$ cat src/design/utf8_to_utf16_transcoder_defines.svh
// Assertion macros used by the transcoder back end.
// Each macro expects clk and rst_n in scope; msg is a string literal.
`ifndef UTF8_TO_UTF16_TRANSCODER_DEFINES_SVH
`define UTF8_TO_UTF16_TRANSCODER_DEFINES_SVH

// Same-cycle implication
`define U8U16_ASSERT_IMPL(label, ante, cons, msg) \
    label: assert property (@(posedge clk) disable iff (!rst_n) (ante) |-> (cons)) \
        else $error(msg);

// Next-cycle implication
`define U8U16_ASSERT_NEXT(label, ante, cons, msg) \
    label: assert property (@(posedge clk) disable iff (!rst_n) (ante) |=> (cons)) \
        else $error(msg);

`endif

$ cat src/design/u8u16_pkg.sv
`timescale 1ns / 1ps
`default_nettype none

package u8u16_pkg;

    // Code unit and code point constants
    localparam logic [15:0] REPL_CHAR      = 16'hFFFD;
    localparam logic [15:0] HIGH_SURR_BASE = 16'hD800;
    localparam logic [15:0] LOW_SURR_BASE  = 16'hDC00;
    localparam logic [20:0] SUPP_BASE      = 21'h10000;

    // Lead byte bounds and the leads with a narrowed second byte
    localparam logic [7:0] ASCII_MAX     = 8'h7F;
    localparam logic [7:0] LEAD_TWO_MIN  = 8'hC2;
    localparam logic [7:0] LEAD_TWO_MAX  = 8'hDF;
    localparam logic [7:0] LEAD_E0       = 8'hE0;
    localparam logic [7:0] LEAD_ED       = 8'hED;
    localparam logic [7:0] LEAD_THREE_MAX = 8'hEF;
    localparam logic [7:0] LEAD_F0       = 8'hF0;
    localparam logic [7:0] LEAD_FOUR_MAX = 8'hF4;

    // Default depth of the queue between front and back
    localparam int CMD_DEPTH = 4;

    typedef struct packed {
        logic [7:0] in_byte;
        logic       end_of_text;
    } in_t;

    typedef struct packed {
        logic [15:0] code_unit;
        logic        last_of_run;
        logic        text_done;
    } out_t;

    // Work for the back end: one or two code units from one input byte
    typedef struct packed {
        logic [15:0] unit0;
        logic [15:0] unit1;
        logic        two;
        logic        eot;
    } cmd_t;

endpackage

`default_nettype wire

$ cat src/design/utf8_to_utf16_transcoder.sv
`timescale 1ns / 1ps
`default_nettype none

// A result reaches the ports via the command queue and the output register.
// Throughput: one byte per cycle; a byte that yields two code units holds the
// output for two beats, absorbed by a CMD_DEPTH-entry queue before full rises.
// Reset (rst_n low, asynchronous) clears the sequence state, the queue and the
// output valid flag; the block is ready as soon as reset is released.

module utf8_to_utf16_transcoder
    import u8u16_pkg::*;
#(
    parameter int CMD_DEPTH_P = CMD_DEPTH
)
(
    input  wire logic clk,
    input  wire logic rst_n,
    input  wire logic push,
    output logic      full,
    input  wire in_t  item,
    output logic      empty,
    input  wire logic pop,
    output out_t      result
);

    logic accept;
    logic cmd_push;
    cmd_t cmd_data;
    logic cmd_pop;
    cmd_t cmd_head;
    logic cmd_full;
    logic cmd_empty;

    assign full   = cmd_full;
    assign accept = push && !cmd_full;

    // Classify bytes and track sequences
    u8u16_front u_front (
        .clk      (clk),
        .rst_n    (rst_n),
        .accept   (accept),
        .item     (item),
        .cmd_push (cmd_push),
        .cmd_data (cmd_data)
    );

    // Queue between front and back
    u8u16_cmd_fifo #(
        .DEPTH (CMD_DEPTH_P)
    ) u_cmd_fifo (
        .clk     (clk),
        .rst_n   (rst_n),
        .wr_en   (cmd_push),
        .wr_data (cmd_data),
        .rd_en   (cmd_pop),
        .rd_data (cmd_head),
        .full    (cmd_full),
        .empty   (cmd_empty)
    );

    // Serialise code units to the output
    u8u16_back u_back (
        .clk       (clk),
        .rst_n     (rst_n),
        .cmd_empty (cmd_empty),
        .cmd_head  (cmd_head),
        .cmd_pop   (cmd_pop),
        .pop       (pop),
        .empty     (empty),
        .result    (result)
    );

endmodule

`default_nettype wire

$ cat src/design/u8u16_cmd_fifo.sv
`timescale 1ns / 1ps
`default_nettype none

module u8u16_cmd_fifo
    import u8u16_pkg::*;
#(
    parameter int DEPTH = CMD_DEPTH
)
(
    input  wire logic clk,
    input  wire logic rst_n,
    input  wire logic wr_en,
    input  wire cmd_t wr_data,
    input  wire logic rd_en,
    output cmd_t      rd_data,
    output logic      full,
    output logic      empty
);

    localparam int PTR_W = (DEPTH > 1) ? $clog2(DEPTH) : 1;
    localparam int CNT_W = $clog2(DEPTH + 1);
    localparam logic [PTR_W-1:0] PTR_LAST = PTR_W'(DEPTH - 1);
    localparam logic [CNT_W-1:0] CNT_FULL = CNT_W'(DEPTH);

    cmd_t             mem_reg [DEPTH];
    logic [PTR_W-1:0] wr_ptr_reg, wr_ptr_next;
    logic [PTR_W-1:0] rd_ptr_reg, rd_ptr_next;
    logic [CNT_W-1:0] count_reg, count_next;
    logic             do_wr, do_rd;

    assign full    = (count_reg == CNT_FULL);
    assign empty   = (count_reg == '0);
    assign do_wr   = wr_en && !full;
    assign do_rd   = rd_en && !empty;
    assign rd_data = mem_reg[rd_ptr_reg];

    // Pointer and occupancy update
    always_comb
    begin
        wr_ptr_next = wr_ptr_reg;
        rd_ptr_next = rd_ptr_reg;
        count_next  = count_reg;
        if (do_wr)
        begin
            wr_ptr_next = (wr_ptr_reg == PTR_LAST) ? '0 : wr_ptr_reg + 1'b1;
        end
        if (do_rd)
        begin
            rd_ptr_next = (rd_ptr_reg == PTR_LAST) ? '0 : rd_ptr_reg + 1'b1;
        end
        if (do_wr && !do_rd)
        begin
            count_next = count_reg + 1'b1;
        end
        else if (do_rd && !do_wr)
        begin
            count_next = count_reg - 1'b1;
        end
    end

    always_ff @(posedge clk or negedge rst_n)
    begin
        if (!rst_n)
        begin
            wr_ptr_reg <= '0;
            rd_ptr_reg <= '0;
            count_reg  <= '0;
        end
        else
        begin
            wr_ptr_reg <= wr_ptr_next;
            rd_ptr_reg <= rd_ptr_next;
            count_reg  <= count_next;
        end
    end

    // Storage, no reset
    always_ff @(posedge clk)
    begin
        if (do_wr)
        begin
            mem_reg[wr_ptr_reg] <= wr_data;
        end
    end

endmodule

`default_nettype wire

$ cat src/design/u8u16_front.sv
`timescale 1ns / 1ps
`default_nettype none

module u8u16_front
    import u8u16_pkg::*;
(
    input  wire logic clk,
    input  wire logic rst_n,
    input  wire logic accept,
    input  wire in_t  item,
    output logic      cmd_push,
    output cmd_t      cmd_data
);

    logic [1:0]  bytes_left_reg, bytes_left_next;
    logic [7:0]  lead_value_reg, lead_value_next;
    logic        first_follow_reg, first_follow_next;
    logic [20:0] partial_reg, partial_next;

    logic [7:0]  b;
    logic        eot;
    logic        follow_ok;
    logic        lead_emit;
    logic [15:0] lead_unit;
    logic [1:0]  lead_need;
    logic [20:0] lead_partial;
    logic [20:0] point;
    logic [19:0] supp_off;
    logic        is_supp;
    logic [1:0]  n_units;

    assign b   = item.in_byte;
    assign eot = item.end_of_text;

    // Continuation check, narrowed after special leads
    always_comb
    begin
        follow_ok = (b[7:6] == 2'b10);
        if (first_follow_reg)
        begin
            if (lead_value_reg == LEAD_E0 && b < 8'hA0)
            begin
                follow_ok = 1'b0;
            end
            if (lead_value_reg == LEAD_ED && b >= 8'hA0)
            begin
                follow_ok = 1'b0;
            end
            if (lead_value_reg == LEAD_F0 && b < 8'h90)
            begin
                follow_ok = 1'b0;
            end
            if (lead_value_reg == LEAD_FOUR_MAX && b >= 8'h90)
            begin
                follow_ok = 1'b0;
            end
        end
    end

    // Lead byte classification
    always_comb
    begin
        lead_need    = 2'd0;
        lead_emit    = 1'b0;
        lead_unit    = REPL_CHAR;
        lead_partial = '0;
        case (b) inside
            [8'h00:ASCII_MAX]:
            begin
                lead_emit = 1'b1;
                lead_unit = {8'h00, b};
            end
            [LEAD_TWO_MIN:LEAD_TWO_MAX]:
            begin
                lead_need    = 2'd1;
                lead_partial = {16'h0, b[4:0]};
            end
            [LEAD_E0:LEAD_THREE_MAX]:
            begin
                lead_need    = 2'd2;
                lead_partial = {17'h0, b[3:0]};
            end
            [LEAD_F0:LEAD_FOUR_MAX]:
            begin
                lead_need    = 2'd3;
                lead_partial = {18'h0, b[2:0]};
            end
            default:
            begin
                lead_emit = 1'b1;
            end
        endcase
        // a sequence start on the last byte is cut off at once
        if (lead_need != 2'd0 && eot)
        begin
            lead_emit = 1'b1;
            lead_need = 2'd0;
        end
    end

    // Completed code point and its surrogate split
    assign point    = {partial_reg[14:0], b[5:0]};
    assign is_supp  = (point >= SUPP_BASE);
    assign supp_off = 20'(point - SUPP_BASE);

    // Sequence state and the command for the back end
    always_comb
    begin
        bytes_left_next   = bytes_left_reg;
        lead_value_next   = lead_value_reg;
        first_follow_next = first_follow_reg;
        partial_next      = partial_reg;
        n_units           = 2'd0;
        cmd_data.unit0    = REPL_CHAR;
        cmd_data.unit1    = REPL_CHAR;
        cmd_data.eot      = eot;

        if (bytes_left_reg != 2'd0 && follow_ok)
        begin
            if (bytes_left_reg == 2'd1)
            begin
                // sequence complete
                bytes_left_next   = 2'd0;
                lead_value_next   = '0;
                first_follow_next = 1'b0;
                partial_next      = '0;
                if (is_supp)
                begin
                    n_units        = 2'd2;
                    cmd_data.unit0 = HIGH_SURR_BASE + {6'h0, supp_off[19:10]};
                    cmd_data.unit1 = LOW_SURR_BASE + {6'h0, supp_off[9:0]};
                end
                else
                begin
                    n_units        = 2'd1;
                    cmd_data.unit0 = point[15:0];
                end
            end
            else if (eot)
            begin
                // cut off by end of text
                n_units           = 2'd1;
                bytes_left_next   = 2'd0;
                lead_value_next   = '0;
                first_follow_next = 1'b0;
                partial_next      = '0;
            end
            else
            begin
                bytes_left_next   = bytes_left_reg - 2'd1;
                first_follow_next = 1'b0;
                partial_next      = point;
            end
        end
        else
        begin
            // bad continuation flushes one replacement, then the byte is a lead
            if (bytes_left_reg != 2'd0)
            begin
                n_units        = 2'd1;
                cmd_data.unit1 = lead_unit;
                if (lead_emit)
                begin
                    n_units = 2'd2;
                end
            end
            else if (lead_emit)
            begin
                n_units        = 2'd1;
                cmd_data.unit0 = lead_unit;
            end
            if (lead_need != 2'd0)
            begin
                bytes_left_next   = lead_need;
                lead_value_next   = b;
                first_follow_next = 1'b1;
                partial_next      = lead_partial;
            end
            else
            begin
                bytes_left_next   = 2'd0;
                lead_value_next   = '0;
                first_follow_next = 1'b0;
                partial_next      = '0;
            end
        end
        cmd_data.two = (n_units == 2'd2);
    end

    assign cmd_push = accept && (n_units != 2'd0);

    always_ff @(posedge clk or negedge rst_n)
    begin
        if (!rst_n)
        begin
            bytes_left_reg   <= '0;
            lead_value_reg   <= '0;
            first_follow_reg <= 1'b0;
            partial_reg      <= '0;
        end
        else if (accept)
        begin
            bytes_left_reg   <= bytes_left_next;
            lead_value_reg   <= lead_value_next;
            first_follow_reg <= first_follow_next;
            partial_reg      <= partial_next;
        end
    end

endmodule

`default_nettype wire

$ cat src/design/u8u16_back.sv
`timescale 1ns / 1ps
`default_nettype none

`include "utf8_to_utf16_transcoder_defines.svh"

module u8u16_back
    import u8u16_pkg::*;
(
    input  wire logic clk,
    input  wire logic rst_n,
    input  wire logic cmd_empty,
    input  wire cmd_t cmd_head,
    output logic      cmd_pop,
    input  wire logic pop,
    output logic      empty,
    output out_t      result
);

    logic  out_valid_reg, out_valid_next;
    out_t  result_reg, result_next;
    logic  phase_reg, phase_next;
    logic  load_en;
    logic  is_last;

    // Load the output register from the queue head when it is free or being drained
    assign load_en = !cmd_empty && (!out_valid_reg || pop);
    assign is_last = phase_reg || !cmd_head.two;
    assign cmd_pop = load_en && is_last;

    always_comb
    begin
        result_next             = result_reg;
        phase_next              = phase_reg;
        out_valid_next          = out_valid_reg;
        if (load_en)
        begin
            result_next.code_unit   = phase_reg ? cmd_head.unit1 : cmd_head.unit0;
            result_next.last_of_run = is_last;
            result_next.text_done   = is_last && cmd_head.eot;
            phase_next              = !is_last;
            out_valid_next          = 1'b1;
        end
        else if (pop)
        begin
            out_valid_next = 1'b0;
        end
    end

    always_ff @(posedge clk or negedge rst_n)
    begin
        if (!rst_n)
        begin
            out_valid_reg <= 1'b0;
            phase_reg     <= 1'b0;
        end
        else
        begin
            out_valid_reg <= out_valid_next;
            phase_reg     <= phase_next;
        end
    end

    always_ff @(posedge clk)
    begin
        result_reg <= result_next;
    end

    assign empty  = !out_valid_reg;
    assign result = result_reg;

    // Checks
    `U8U16_ASSERT_IMPL(a_phase_has_pair, phase_reg, !cmd_empty && cmd_head.two,
        "second unit pending without a two-unit command")
    `U8U16_ASSERT_IMPL(a_pop_needs_load, cmd_pop, load_en,
        "command dropped without reaching the output")
    `U8U16_ASSERT_NEXT(a_pair_second_beat, load_en && cmd_head.two && !phase_reg,
        phase_reg && !cmd_empty,
        "first half of a pair not followed by the second")
    `U8U16_ASSERT_IMPL(a_done_is_last, out_valid_reg && result_reg.text_done,
        result_reg.last_of_run, "end of text flagged on a non-final unit")

endmodule

`default_nettype wire

$ cat config.mk
export PLATFORM = sky130hd
export DESIGN_NAME = utf8_to_utf16_transcoder
export DESIGN_NICKNAME = d
export VERILOG_FILES = /design/src/design/u8u16_pkg.sv /design/src/design/utf8_to_utf16_transcoder.sv /design/src/design/u8u16_cmd_fifo.sv /design/src/design/u8u16_front.sv /design/src/design/u8u16_back.sv
export VERILOG_INCLUDE_DIRS = /design/src /design/src/design
export SDC_FILE = /design/constraint.sdc
export NUM_CORES = 1
export LEC_CHECK = 0
export ABC_AREA = 1
export BUFFER_PORTS_ARGS = -buffer_cell sky130_fd_sc_hd__buf_4
export CAP_MARGIN = 20
export CORE_UTILIZATION = 35
export DETAILED_ROUTE_END_ITERATION = 16
export PLACE_DENSITY_LB_ADDON = 0.1
export SETUP_SLACK_MARGIN = 0.1
export SYNTH_ARGS = -nofsm -noshare
export SYNTH_HDL_FRONTEND = slang
export SYNTH_SLANG_ARGS = --single-unit
$ cat constraint.sdc
create_clock -name clk -period 4.3 [get_ports clk]
set_clock_uncertainty 0.1 [all_clocks]
set_input_delay 1.29 -clock clk [delete_from_list [all_inputs] [get_ports clk]]
set_output_delay 1.29 -clock clk [all_outputs]
set_load 0.05 [all_outputs]
== After elaboration in Yosys (flattened, before gate mapping) ==
Memories as Yosys holds them, arrays and structs flattened.
Index checks and enable logic that the tools add are counted.
Operators by class
  add/sub/neg operators: 8
  $mul: 0
  divide/modulo/power cells: 0
  order comparisons: 13
  equal/unequal tests: 11
  shift operators: 0
  mux-type cells: 57
  bitwise operators: 0
  reduce and logical (&&, ||, !) cells: 36
Operators with widths (number)
  16-bit two-way mux: 7
  15-bit two-way mux: 6
  32-bit two-way mux: 2
  8-bit >= comparator (second input constant): 5
  15-bit by 11-bit adder with 16-bit output (first input constant): 2
  8-bit equality test (second input constant): 4
  2-bit two-way mux: 16
  8-bit two-way mux: 4
  8-bit less-or-equal comparator (second input constant): 3
  21-bit by 17-bit >= comparator with 1-bit output (second input constant): 1
  20-bit by 17-bit subtractor with 20-bit output (second input constant): 1
  1-bit logical AND: 19
  1-bit two-way mux: 18
  8-bit less-than comparator (second input constant): 2
  2-bit nonzero test: 6
  3-bit two-way mux: 3
  2-bit equality test (second input constant): 4
  8-bit by 1-bit >= comparator with 1-bit output (second input constant): 1
  8-bit by 7-bit less-or-equal comparator with 1-bit output (second input constant): 1
  1-bit zero test: 7
  2-bit by 1-bit adder with 2-bit output (second input constant): 2
  4-bit two-way mux: 1
  3-bit by 1-bit adder with 3-bit output (second input constant): 1
  3-bit equality test (second input constant): 1
  7 further kinds: 8
Word-level totals
  register bits after elaboration: 53
  latch bits: 0
  RAM bits: 136
  bits in read-only memories: 0
  input port bits: 13
  output and inout bits: 20
  logic and storage cells: 138
  memories kept: 1
Memory list
  u_cmd_fifo.mem_reg: words 4, width 34, read ports 1, clocked after Yosys merged registers in 0, wr ports 1, RTL line u8u16_cmd_fifo.sv:25  | cmd_t mem_reg [DEPTH];

== Logic depth before layout (Yosys ltp) ==
Gate-level depths: netlist of run 1.
  word-level depth: 19
  gate-level depth with buffers: 19
  depth with buffers taken out: 19

== By module ==
A second synthesis of run 1 with hierarchy kept.
Unflattened totals
  cells, all modules: 811
  area total of the unflattened synthesis: 8602.0 µm²
By module, submodules not included
  u8u16_cmd_fifo: instances 1, cells an instance 457, area an instance 5815.6 µm², sequential area each 4259.1 µm²
  u8u16_front: instances 1, cells an instance 264, area an instance 1900.6 µm², sequential area each 650.6 µm²
  u8u16_back: instances 1, cells an instance 88, area an instance 875.8 µm², sequential area each 590.6 µm²
  utf8_to_utf16_transcoder: instances 1, cells an instance 2, area an instance 10.0 µm², sequential area each 0.0 µm²

== Least setup slack after synthesis of run 1 ==
Ideal clock, no wire load.
  path kind: input port to flip-flop
  from: input item[4] (netlist name)
  to: memory u_cmd_fifo.mem_reg[3][0] (netlist name), enable pin
  library setup time: 0.417 ns
  arrival: 3.749 ns
  required time: 3.783 ns
  setup slack: 0.034 ns
  cell stages on the path: 12
  buffers on the path: 0
  cell sequence: nor2_1 -> nand3_1 -> nand3_1 -> inv_1 -> o21ai_2 -> ha_1 -> inv_1 -> a21oi_1 -> nor2_2 -> nand2_2 -> nand2_4 -> nor2_1
On the way
  longest elaborated chain between the ends: 17
  elaborated cells between the ends (all ways): 49
  classes of those cells: order compare: 13; mux: 22; reduce/logical: 14
RTL lines
  from (decl): RTL line utf8_to_utf16_transcoder.sv:20  | input wire in_t item,
  8-bit >= comparator (no source line) / 8-bit less-or-equal comparator (equally long branches)
  1-bit logical AND (no source line)
  2-bit two-way mux (4 in series): RTL line u8u16_front.sv:67  | case (b) inside
  2-bit nonzero test: RTL line u8u16_front.sv:94  | if (lead_need != 2'd0 && eot)
  1-bit logical AND: RTL line u8u16_front.sv:94
  1-bit two-way mux: RTL line u8u16_front.sv:94
  1-bit two-way mux / 2-bit two-way mux (equally long branches): RTL line u8u16_front.sv:167, u8u16_front.sv:162
  2-bit two-way mux: RTL line u8u16_front.sv:158  | if (bytes_left_reg != 2'd0)
  2-bit two-way mux *: RTL line u8u16_front.sv:118  | if (bytes_left_reg != 2'd0 && follow_ok)
  2-bit nonzero test *: RTL line u8u16_front.sv:190  | assign cmd_push = accept && (n_units != 2'd0);
  1-bit logical AND *: RTL line u8u16_front.sv:190
  1-bit logical AND *: RTL line u8u16_cmd_fifo.sv:33  | assign do_wr = wr_en && !full;
  1-bit two-way mux *: RTL line u8u16_cmd_fifo.sv:80  | if (do_wr)
  1-bit two-way mux (implied by the code) *: RTL line u8u16_cmd_fifo.sv:82  | mem_reg[wr_ptr_reg] <= wr_data;
  to (decl): RTL line u8u16_cmd_fifo.sv:25
Mark *: on every way between the ends. The rest lies on a longest branch, timed or not.

== Worst setup path after layout of run 1 ==
  from: input item[2] (netlist name)
  to: register u_cmd_fifo.count_reg[2]
On the way
  longest elaborated chain between the ends: 18
  elaborated cells between the ends (all ways): 52
  classes of those cells: order compare: 13; mux: 21; reduce/logical: 18
RTL lines
  8-bit >= comparator (no source line) / 8-bit less-or-equal comparator (equally long branches)
  1-bit logical AND (no source line)
  2-bit two-way mux (4 in series): RTL line u8u16_front.sv:67
  2-bit nonzero test: RTL line u8u16_front.sv:94
  1-bit logical AND: RTL line u8u16_front.sv:94
  1-bit two-way mux: RTL line u8u16_front.sv:94
  1-bit two-way mux / 2-bit two-way mux (equally long branches): RTL line u8u16_front.sv:167, u8u16_front.sv:162
  2-bit two-way mux: RTL line u8u16_front.sv:158
  2-bit two-way mux *: RTL line u8u16_front.sv:118
  2-bit nonzero test *: RTL line u8u16_front.sv:190
  1-bit logical AND *: RTL line u8u16_front.sv:190
  1-bit logical AND *: RTL line u8u16_cmd_fifo.sv:33
  named net u_cmd_fifo.do_wr: RTL line u8u16_cmd_fifo.sv:29  | logic do_wr, do_rd;
  1-bit zero test: RTL line u8u16_cmd_fifo.sv:55  | else if (do_rd && !do_wr)
  1-bit logical AND: RTL line u8u16_cmd_fifo.sv:55
  2-bit nonzero test (no source line)
  to (signal assigned): RTL line u8u16_cmd_fifo.sv:73  | count_reg <= count_next;
  to (decl): RTL line u8u16_cmd_fifo.sv:28  | logic [CNT_W-1:0] count_reg, count_next;
Mark *: on every way through the listed nets, which the timed path passes. The rest lies on a longest branch.
A chain may end at the register's enable or synchronous reset.

==> impl_metrics.toml, run 1 <==
[detailed_routing]
vias = 4994
ant_nets = 0
vias_per_cell = 5.07
drt-wirelength-per-cell_um = 17.9
first_pass_iters = 5
totalWireLength_um = 17600
drc = 0
drtIter0Drc = 441

[grt]
grt_pass1_vias = 4905
grt.total_usage_pct = 17.0
grt_pass1_wl_um = 27500
grt_start_max_net_pins = 62
antenna_found_initial = 0
globalRouteOverflowTotal = 0

[clocking]
htreeDepth = 4
path_clk_slew_ns = 0.06
cts_tree = "built"
numCtsBuffers = 17
root_buffer = "clkbuf_16"
cts.sinks = 173
cts_max_path_buffers = 2
hold_buffers = 0
clk_latency_ns = 0.42
post_cts_resized = 0
cts_setup_buffers = 0

[critical_path]
cp.arrival_ns = 3.95
end_kind = "register"
required_ns = 4.50
cp-start-kind = "input port"
path_class = "input port to register"
critPathMaxFanout = 7

[place]
routabilityCongestion = 0.944
port_buffers = 32
dp_hpwl_um = 11100
dp_cells = 953

[timing]
relSlewSlack_pct = 49.1
rsz0062_at_grt = "no"
tightest_slew_ns = 0.755
fin_setup_tns_ns = 0
finalCritPeriodShare_pct = 87.3
finalSetupViolCount = 0
min_period_ns = 3.75
hold_viol = 0
slew_violations = 0
fmax_mhz = 266

[status]
status = "finished, final reports clean"

[synth]
async_reset_ff_share_pct = 20.2
synth.distinct_cells = 37
synth_seq_area_share_pct = 67.6
synth_seq_cells = 173
synth_edf_count = 138
syn_area_sq_um = 7430
yosysWarningCount = 0
synth_area_per_cell_sq_um = 11.2
ys_dominant_reg_cell = "edfxtp_1"
synthCells = 665
synthesis.nets = 690

[die]
initial_core_util_pct = 36.3
die_y_um = 148
die_w_um = 148
rows = 52
io_pins = 33
dieArea_sq_um = 21800
fp.coreArea_sq_um = 20500

[final_layout]
nets = 727
largest_reg_flops = 120
drive_gt1_share_pct = 14.4
fin_util_pct = 42.5
syn2layout_area_growth_pct = 17.1
num_antenna_cells = 0
fin_cells = 985

[power_and_ir_drop]
power_density_nw_per_um2 = 712
leakage_nw = 3.23
ir_worst_vdd_mv = 0.331

[job]
drv_cap = 0

[min_path]
worst_hold_path_type = "register to register"
==> where the power goes <==
group,internal [mW],switching (mW)
clock network,1.00,0.655
logic,0.602,1.51
registers,2.31,0.119
total,3.91,2.28
==> synth_stat cells, drive strengths merged, types with 2 or more instances <==
master | n | share of area (%)
inv | 51 | 2.6
xor2 | 3 | 0.35
nand3 | 18 | 1.3
a32oi | 5 | 0.59
ha | 11 | 1.9
nor3b | 2 | 0.27
edfxtp | 138 | 56
nor3 | 4 | 0.34
o21ai | 76 | 5.2
a31oi | 19 | 1.6
o22ai | 14 | 1.2
nor2 | 118 | 6.2
nand2 | 100 | 5.4
a221o | 5 | 0.67
o31ai | 7 | 0.71
dfrtp | 35 | 12
clkbuf | 20 | 1.0
a21oi | 26 | 1.8
buf | 7 | 0.56
==> worst paths after layout <==
path	start	slack (ns)	cells after the start	end
min in group asynchronous	rst_n	0.72	1	u_cmd_fifo.count_reg[0]
worst max-delay path	item[2]	0.55	19	u_cmd_fifo.count_reg[2]
worst max register to register	u_front.bytes_left_reg[0]	1.28	15	u_cmd_fifo.count_reg[2]
worst min register to register	u_front.lead_value_reg[6]	0.37	2	u_front.lead_value_reg[6]
max in group asynchronous	rst_n	3.02	1	u_cmd_fifo.rd_ptr_reg[0]
worst min-delay path	u_front.lead_value_reg[6]	0.37	2	u_front.lead_value_reg[6]
==> cells by family after synthesis <==
group	after synthesis	share of synthesized area (%)
DFF	173	67.6
adders and majority gates	12	2.12
and+or+nand+nor	243	13.6
xor gates and xnor gates	4	0.472
AOI/OAI and AO/OA	154	12.1
buffers and inverters	79	4.19
==> stage by stage <==
stage          power (mW)  hold WS (ns)  cell area, sq um  setup WS (ns)
5_1_grt              6.55         0.392              8700          0.356
6_report             6.19         0.373              8700          0.547
2_1_floorplan        3.90         0.342              7430         0.0344
3_3_place_gp         4.58         0.359              8060          0.200
4_1_cts              6.27         0.377              8700          0.584
3_5_place_dp         4.61         0.361              8060          0.113
==> cell type report <==
type	count	area, sq um
Clock buffer	18	439
Clock inverter	14	208
Fill cell	1964	11800
Inverter	52	195
Multi-Input combinational cell	413	2120
Sequential cell	173	5020
Tap cell	270	338
Timing Repair Buffer	45	388
==> routing by layer <==
metal / vias to the layer above / routed length, um / share of wire, % / track usage, %
met1: 2441 / 8320 / 47 / 23.1
met3: 22 / 772 / 4.4 / 3.36
met4: 0 / 251 / 1.4 / 5.77
met2: 127 / 8310 / 47 / 27.3
li1: 2404 / - / - / -
met5: - / 0 / 0 / 0
==> layout by cell type, fill, tap and decap left out, types with 5 or more instances in the layout <==
cell type / count
a31oi_1: 18
o31ai_1: 7
inv_1: 49
a21oi_1: 25
a221o_1: 5
o21ai_0: 71
nand3_1: 17
buf_4: 41
clkbuf_16: 17
ha_1: 11
o22ai_1: 14
nor2_1: 109
a32oi_1: 5
nor2_2: 8
edfxtp_1: 138
nand2_1: 93
nand2_2: 5
dfrtp_1: 34
==> critical path: stages <==
cell,delay (ns)
buf_4,0.11
inv_1,0.16
nand3_1,0.11
nand3_1,0.10
inv_1,0.08
o21ai_2,0.33
ha_1,0.21
inv_1,0.04
a21oi_1,0.13
nor2_2,0.07
nand2_2,0.11
nand2_4,0.09
inv_1,0.07
ha_1,0.13
inv_1,0.07
fa_1,0.43
a21oi_1,0.14
o21ai_0,0.12
xor2_1,0.16
No activity file was read; power rests on OpenSTA's default activity.
==> run 2: changes to the inputs <==
--- a/config.mk
+++ b/config.mk
@@ -8,5 +8,5 @@
 export LEC_CHECK = 0
 export ABC_AREA = 1
-export BUFFER_PORTS_ARGS = -buffer_cell sky130_fd_sc_hd__buf_4
+export BUFFER_PORTS_ARGS = -buffer_cell sky130_fd_sc_hd__buf_2
 export CAP_MARGIN = 20
 export CORE_UTILIZATION = 35
==> constraint.sdc (replaced) <==
create_clock -name clk -period 4.3 [get_ports clk]
set_clock_uncertainty 0.1 [all_clocks]
set_input_delay 0.86 -clock clk [delete_from_list [all_inputs] [get_ports clk]]
set_output_delay 0.86 -clock clk [all_outputs]
set_load 0.05 [all_outputs]
==> impl_metrics.toml, run 2 (same netlist as run 1, synthesis figures left out) <==
[grt]
grt_util_met2_pct = 27.5
grt_pass1_vias = 4872
grt_start_max_net_pins = 60
globalRouteOverflowTotal = 0
grt.total_usage_pct = 17.3
grt-busiest-layer = "met2"
antenna_found_initial = 0
grt_pass1_wl_um = 27800
met1_usage_pct = 23.7
grtUsageMet3_pct = 4.01

[final_layout]
syn2layout_area_growth_pct = 14.8
postLayoutCellArea_sq_um = 8530
largest_reg_flops = 120
fin_cells = 985
nets = 727
mostFrequentLayoutCells = "138 x edfxtp_1, 109 x nor2_1, 93 x nand2_1"
fill_cells = 1907
final_common_cell = "edfxtp_1"
drive_gt1_share_pct = 13.7
num_antenna_cells = 0

[clocking]
cts.sinks = 173
post_cts_resized = 0
root_buffer = "clkbuf_16"
cts_setup_buffers = 0
numCtsBuffers = 17
clk_latency_ns = 0.42
cts_tree = "built"
path_clk_slew_ns = 0.06
htreeDepth = 4
cts_max_path_buffers = 2
hold_buffers = 0

[power_and_ir_drop]
leakage_nw = 3.18
power_density_nw_per_um2 = 708
ir_worst_vdd_mv = 0.335

[timing]
timing.final.ws_setup_ns = 0.956
fmax_mhz = 299
finalSetupViolCount = 0
hold_viol = 0
holdWs_ns = 0.381
rsz0062_at_grt = "no"
min_period_ns = 3.34
tightest_slew_ns = 0.835
slew_violations = 0
finalCritPeriodShare_pct = 77.8
relSlewSlack_pct = 43.8
fin_setup_tns_ns = 0

[place]
port_buffers = 32
dpl_cell_area_sq_um = 7930
routabilityCongestion = 0.995
dp_hpwl_um = 11200
dp_cells = 953
pre_cts_slack_ns = 0.566

[critical_path]
end_kind = "register"
critPathMaxFanout = 7
path_buf_inv = 5
cp.arrival_ns = 3.54
cp-start-kind = "input port"
rrSetupSlack_ns = 1.11
r2r-start = "u_front.partial_reg[11]"
rr_endpoint = "u_cmd_fifo.count_reg[2]"
cp_top_family = "adder cells"
r2r_cells = 17
slowest_stage = "fa_1"
cpPeakStageDelay_ns = 0.43
path_class = "input port to register"
required_ns = 4.50
crit_chain = "buf_2, inv_2, nor2_1, nand4_1, nand2_1, o21ai_2, ha_1, inv_1, nand2_1, nand2_1, nand2_2, nand2_4, inv_1, ha_1, inv_1, fa_1, a21oi_1, o21ai_0, xor2_1"

[min_path]
hold_start = "u_front.lead_value_reg[7]"
holdPathEnd = "u_front.lead_value_reg[7]"
worst_hold_path_type = "register to register"
holdPathStages = 2

[die]
die_y_um = 148
die_w_um = 148
rows = 52
fp.coreArea_sq_um = 20500
dieArea_sq_um = 21800
initial_core_util_pct = 36.3
io_pins = 33

[detailed_routing]
drt-wirelength-per-cell_um = 18.0
totalWireLength_um = 17800
first_pass_iters = 5
vias_per_cell = 5.17
vias = 5091
drc = 0
drtIter0Drc = 445
ant_nets = 0

[job]
drv_cap = 0

[status]
status = "finished, final reports clean"
run 2: cell count changes in the layout (fill, tap and decap cells not counted), sizes merged:
cell      before  now
clkbuf        18   20
inv           55   53
clkinv         5    6
clkinvlp       2    1
run 2: where the power goes:
part           internal [mW]  switching [mW]  leakage [nW]  total, mW
Sequential              2.31           0.115          1.69       2.43
Clock                  0.969           0.609         0.294       1.58
Combinational          0.525            1.52          1.20       2.04
Total                   3.80            2.24          3.18       6.04
run 2: tightest hold or removal path, delay by kind of cell (launching register included):
family	cells	cell delay, ns
DFF	1	0.35
and+or+nand+nor	2	0.10
run 2: how the worst max path moves through the flow:
stage / from / to / slack (ns) / depth (start not counted)
after global placement: item[5] / u_cmd_fifo.count_reg[2] / 0.69 / 19
after floorplan: item[4] / u_cmd_fifo.mem_reg[3][0] / 0.46 / 12
after global routing: item[6] / u_cmd_fifo.count_reg[2] / 0.70 / 19
after CTS: item[6] / u_cmd_fifo.count_reg[2] / 1.01 / 19
final: item[6] / u_cmd_fifo.count_reg[2] / 0.96 / 19
after detailed placement: item[6] / u_cmd_fifo.count_reg[2] / 0.57 / 19
run 2: final cells by class:
| class | count | area, sq um | area share (%) |
|---|---|---|---|
| Clock buffer | 20 | 437 | 5.12 |
| Clock inverter | 12 | 168 | 1.97 |
| Inverter | 52 | 195 | 2.29 |
| Multi-Input combinational cell | 413 | 2120 | 24.8 |
| Sequential cell | 173 | 5020 | 58.9 |
| Tap cell | 270 | 338 | 3.96 |
| Timing Repair Buffer | 45 | 258 | 3.02 |
run 2: metrics by stage:
step	util, %	power, mW
6_report	41.6	6.04
3_5_place_dp	38.7	4.54
3_3_place_gp	38.7	4.50
2_1_floorplan	-	3.90
5_1_grt	41.6	6.41
4_1_cts	41.6	6.12
run 2: layer usage:
metal  routed length, um  share of wire (%)
met1                8180                 46
met2                8300                 47
met4                 220                1.2
met5                   0                  0
met3                1060                6.0
